$ cat src/rtl/core/ohs_pkg.sv
// Shared types and constants for the open-addressing hash set.
`default_nettype none

package ohs_pkg;

    typedef enum logic [1:0] {
        ACT_INSERT = 2'd0,
        ACT_REMOVE = 2'd1,
        ACT_LOOKUP = 2'd2,
        ACT_CLEAR  = 2'd3
    } t_action;

    typedef enum logic [1:0] {
        STAT_OK      = 2'd0,
        STAT_ABSENT  = 2'd1,
        STAT_PRESENT = 2'd2,
        STAT_FULL    = 2'd3
    } t_status;

    typedef enum logic [1:0] {
        MARK_EMPTY   = 2'd0,
        MARK_ACTIVE  = 2'd1,
        MARK_DELETED = 2'd2
    } t_mark;

    typedef enum logic [2:0] {
        S_SWEEP,
        S_IDLE,
        S_DIV,
        S_READ,
        S_CHECK,
        S_DONE
    } t_state;

    localparam logic CFG_PROBE_MODE = 1'b0;
    localparam logic CFG_TABLE_SIZE = 1'b1;

    localparam logic [7:0] DEF_TABLE_SIZE = 8'd103;
    localparam logic [7:0] MIN_TABLE_SIZE = 8'd3;
    localparam logic [8:0] QUAD_INC       = 9'd2;

endpackage

`default_nettype wire

$ cat src/rtl/core/ohs_store.sv
// Slot key and slot mark memories with registered read data.
`default_nettype none

module ohs_store
    import ohs_pkg::*;
#(
    parameter int CAP = 128,
    parameter int SW  = 32,
    parameter int AW  = 7
) (
    input  wire logic          i_clk,
    input  wire logic [AW-1:0] i_rd_addr,
    output t_mark              o_rd_mark,
    output logic      [SW-1:0] o_rd_key,
    input  wire logic          i_key_we,
    input  wire logic          i_mark_we,
    input  wire logic [AW-1:0] i_wr_addr,
    input  wire logic [SW-1:0] i_wr_key,
    input  wire t_mark         i_wr_mark
);

    logic  [SW-1:0] r_key_mem [CAP];
    t_mark          r_mark_mem [CAP];
    logic  [SW-1:0] r_rd_key;
    t_mark          r_rd_mark;

    always_ff @(posedge i_clk) begin
        if (i_key_we) begin
            r_key_mem[i_wr_addr] <= i_wr_key;
        end
        r_rd_key <= r_key_mem[i_rd_addr];
    end

    always_ff @(posedge i_clk) begin
        if (i_mark_we) begin
            r_mark_mem[i_wr_addr] <= i_wr_mark;
        end
        r_rd_mark <= r_mark_mem[i_rd_addr];
    end

    assign o_rd_key  = r_rd_key;
    assign o_rd_mark = r_rd_mark;

endmodule

`default_nettype wire

$ cat config.mk
export PLATFORM = sky130hd
export DESIGN_NAME = ohs_store
export DESIGN_NICKNAME = d
export VERILOG_FILES = /design/src/rtl/core/ohs_pkg.sv /design/src/rtl/core/ohs_store.sv
export SDC_FILE = /design/constraint.sdc
export NUM_CORES = 2
export LEC_CHECK = 0
export BUFFER_PORTS_ARGS = -buffer_cell sky130_fd_sc_hd__clkbuf_2
export CAP_MARGIN = 5
export CORE_ASPECT_RATIO = 1.4
export CORE_MARGIN = 3
export CORE_UTILIZATION = 50
export CTS_CLUSTER_SIZE = 8
export DETAILED_ROUTE_END_ITERATION = 10
export PLACE_DENSITY = 0.67
export SLEW_MARGIN = 20
export SYNTH_ARGS = -nofsm -noshare
export SYNTH_HDL_FRONTEND = slang
export SYNTH_MEMORY_MAX_BITS = 65536
export SYNTH_SLANG_ARGS = --single-unit
$ cat constraint.sdc
create_clock -name i_clk -period 3.5 [get_ports i_clk]
set_clock_uncertainty 0.05 [all_clocks]
set_input_delay 0.7 -clock i_clk [delete_from_list [all_inputs] [get_ports i_clk]]
set_output_delay 0.7 -clock i_clk [all_outputs]
set_load 0.005 [all_outputs]
After elaboration in Yosys (flattened, before gate mapping)

Memories as Yosys holds them, arrays and structs flattened. A register that Yosys moved wholly into a read port is not among the register bits.
Index checks and enable logic that the tools add are counted.

Muxes and demuxes: 4

Operator list:

| operator | count |
|---|---|
| $mux W1  | 4 |

Bits in registers: 0
Memory bits (writable): 4352
Bits of input ports: 51
Logic and storage cells: 6
Memories: 2

Memories:

| memory     | words | width | read ports | clocked after Yosys merged registers in | wr ports | RTL line        | RTL |
|---|---|---|---|---|---|---|---|
| r_key_mem  | 128   | 32    | 1          | 1                                       | 1        | ohs_store.sv:22 | `logic [SW-1:0] r_key_mem [CAP];` |
| r_mark_mem | 128   | 2     | 1          | 1                                       | 1        | ohs_store.sv:23 | `t_mark r_mark_mem [CAP];` |

Logic depth before layout (Yosys ltp)

Word-level depth: 2
Mapped depth: 8

Least setup slack after synthesis

No wires, ideal clock.

Path type: in2reg
Start: in i_rd_addr[2]
End: reg r_rd_key[12] (netlist: o_rd_key[12]) (read register of r_key_mem)
Library setup time: 0.121 ns
Arrival time: 3.302 ns
Path slack: 0.028 ns
Stages: 8
Path buffers: 4
Cells stage by stage: clkbuf_1 buf_2 clkbuf_1 buf_1 mux4_2 mux4_2 mux4_2 mux2_2

RTL lines:

| item        | RTL line        | RTL |
|---|---|---|
| from (decl) | ohs_store.sv:12 | `input wire logic [AW-1:0] i_rd_addr,` |
| to (decl)   | ohs_store.sv:24 | `logic [SW-1:0] r_rd_key;` |

==> out/metrics.yaml <==
max_slew_margin: 0.2218
critPathKind: "input port to register"
synth_async_sr_flop_share: 0
grt_pass1_wl_mm: 611.9
die_area_um2: 340200
yosysTopAreaCell: "edfxtp_1"
synth_sequential_area_ratio: 0.7887
clkSlewWorstSetupHoldPaths_ps: 50
yosysUniqueCellTypes: 14
synth-main-ff-cell: "edfxtp_1"
nets: 7454
grt_overflow: 0
critPathBufInv: 4
io_buffers: 84
tightest_slew_ps: 1167
drive_gt1_frac: 0.3815
grt_max_degree: 129
timing.final.hold_violations: 0
totalWireLength_mm: 431.3
fin_crit_sh: 0.8971
num-fill-cells: 22150
cts_made_buffers: 623
met2_length_mm: 216.3
grt_pass1_vias: 81140
cts_sinks: 4386
cts_max_path_buffers: 4
initial_core_util: 0.5028
post-place-ws_ps: -498.9
clockRootBuffer: "clkbuf_16"
dp_hpwl_mm: 246.0
met3_length_mm: 41.29
cp_top_family: "multiplexers"
first_pass_iters: 6
area.sequential_um2: 131400
slowest_stage: "mux4_2"
synth_area_leaders: "edfxtp_1 (78%), mux4_2 (19%), nor2_1 (0.58%), clkbuf_1 (0.52%), dfxtp_1 (0.41%)"
min_period_ps: 3140
end_kind: "register"
die_w_um: 493.8
clock_latency_ps: 940
tritoncts: "done"
final.setup.worst_slack_ps: 360.3
power_density_nw_per_um2: 598.5
num_vias: 77990
cp.required_ps: 4240
post_drt_wl_per_cell_um: 35.78
ys_ff_latch: 4386
crit_arrival_ps: 3880
synth_cells: 6502
avgSynthCellArea_um2: 25.62
worstSetupStartpointType: "input port"
multiInputGateArea_um2: 34700
antenna_found_initial: 58
crit_top_cell: "buf_12"
synth_common_cells: "edfxtp_1 (4352), mux4_2 (1428), nor2_1 (259)"
maxSlewViolCount: 0
yosysWarnings: 0
worstPathMaxFanout: 24
hp-class: "input port to register"
syn_to_final_growth_pct: 18.13
pin_count: 85
chipHeight_um: 688.9
synth.most_common_cell: "edfxtp_1"
cts-resized-gates: 0
grt_util_all_layers: 0.2555
syn-num-nets: 6553
path_cells: "buf_12 > buf_12 > buf_12 > buf_12 > mux4_2 > mux4_2 > mux4_2 > mux2_2"
place_congestion: 0.8104
drc: 0
outcome: "finished, final reports clean"
rows: 250
highest-signal-layer: "met5"
maxCapViolCount: 0
cp_slowest_stage_delay_ps: 700
drtIter0Drc: 10170
ant_nets: 0
max-vdd-ir-drop_v: 0.0004054
fmax_mhz: 318.5
yosys.area.top_type_share: 0.7846
ctsHtreeMaxLevel: 6
holdWs_ps: 144.5
p_leak_nw: 61.24
setup_violations: 0
core_area_um2: 331300
synth_area_um2: 166600
reg2reg_setup_slack_ps: 780
rsz0062_at_grt: "false"
via_per_inst: 6.469
synth-edff-count: 4352
met1_length_mm: 158.7
## cells by family after synthesis
logic type             synth area share
multiplexers                     0.1954
AND/OR/NAND/NOR                0.007009
flip-flops                       0.7887
buffers and inverters          0.008872
## stage by stage
step / instance area [um^2] / setup TNS, ps / util / std cells / power, mW
2_1_floorplan: 166600 / 0 / - / 6502 / 62.00
3_5_place_dp: 179500 / -11440 / 0.5420 / 11190 / 65.30
4_1_cts: 196600 / 0 / 0.5935 / 12010 / 118.5
3_3_place_gp: 179500 / -11420 / 0.5420 / 11190 / 65.17
5_1_grt: 196700 / 0 / 0.5939 / 12050 / 121.0
6_report: 196700 / 0 / 0.5939 / 12060 / 117.8
## worst reg2reg max path: cells and delay by family, from the launching register on
| family | cells | cell delay, ps |
|---|---|---|
| multiplexers | 4 | 2180 |
| flip-flops | 1 | 370 |
## where the power goes
group	leakage, nW	internal [mW]	switching (mW)
registers	39.4	58.1	0.296
clock network	8.28	32.9	20.6
logic	13.5	2.49	3.39
total	61.2	93.5	24.2
## metal layers
layer | vias up | track usage
met5 | - | 0
met3 | 697 | 0.05012
met1 | 42760 | 0.3471
met4 | 12 | 0.08556
li1 | 30170 | -
met2 | 4352 | 0.4201
## cell usage in the layout, fill, tap and decap left out, types with 2 or more instances in the layout
cell and instances:
nand2_1 12, clkbuf_16 645, mux2_2 34, diode_2 49
nor2_4 128, edfxtp_1 4352, mux4_2 1428, nor2_1 131
buf_4 315, inv_16 2, inv_6 13, buf_12 265
nor2b_1 8, nand3_2 4, buf_6 3, clkinv_8 7
dfxtp_1 34, clkbuf_1 148, buf_8 3, nand3_1 10
clkbuf_2 43, nand4_1 3, nand2_2 3
## final cells by class
cell class              instances  share of cell area
multi-input cells            1761              0.1764
repair buffers                631             0.04067
clock inverters                26            0.001736
clock buffers                 793             0.08486
diodes                         49           0.0006232
well taps                    4410             0.02805
flip-flops and latches       4386              0.6677
## sequential cells by signal, indices dropped and copies added, names as in the netlist
name,count
r_mark_mem,256
o_rd_mark,2
r_key_mem,4096
o_rd_key,32
## final timing paths
| kind | cells after the start | startpoint | to |
|---|---|---|---|
| min reg2reg | 4 | r_key_mem[92][7] | o_rd_key[7] |
| min | 1 | i_wr_key[1] | r_key_mem[74][1] |
| max reg2reg | 4 | r_key_mem[55][20] | o_rd_key[20] |
| max | 8 | i_rd_addr[0] | o_rd_key[20] |
## timing repair
item,4_1_cts,5_1_grt
hold buffers,1,0
buffers inserted,0,0
endpoints found under the hold margin,5,0
No activity file was read; power rests on OpenSTA's default activity.
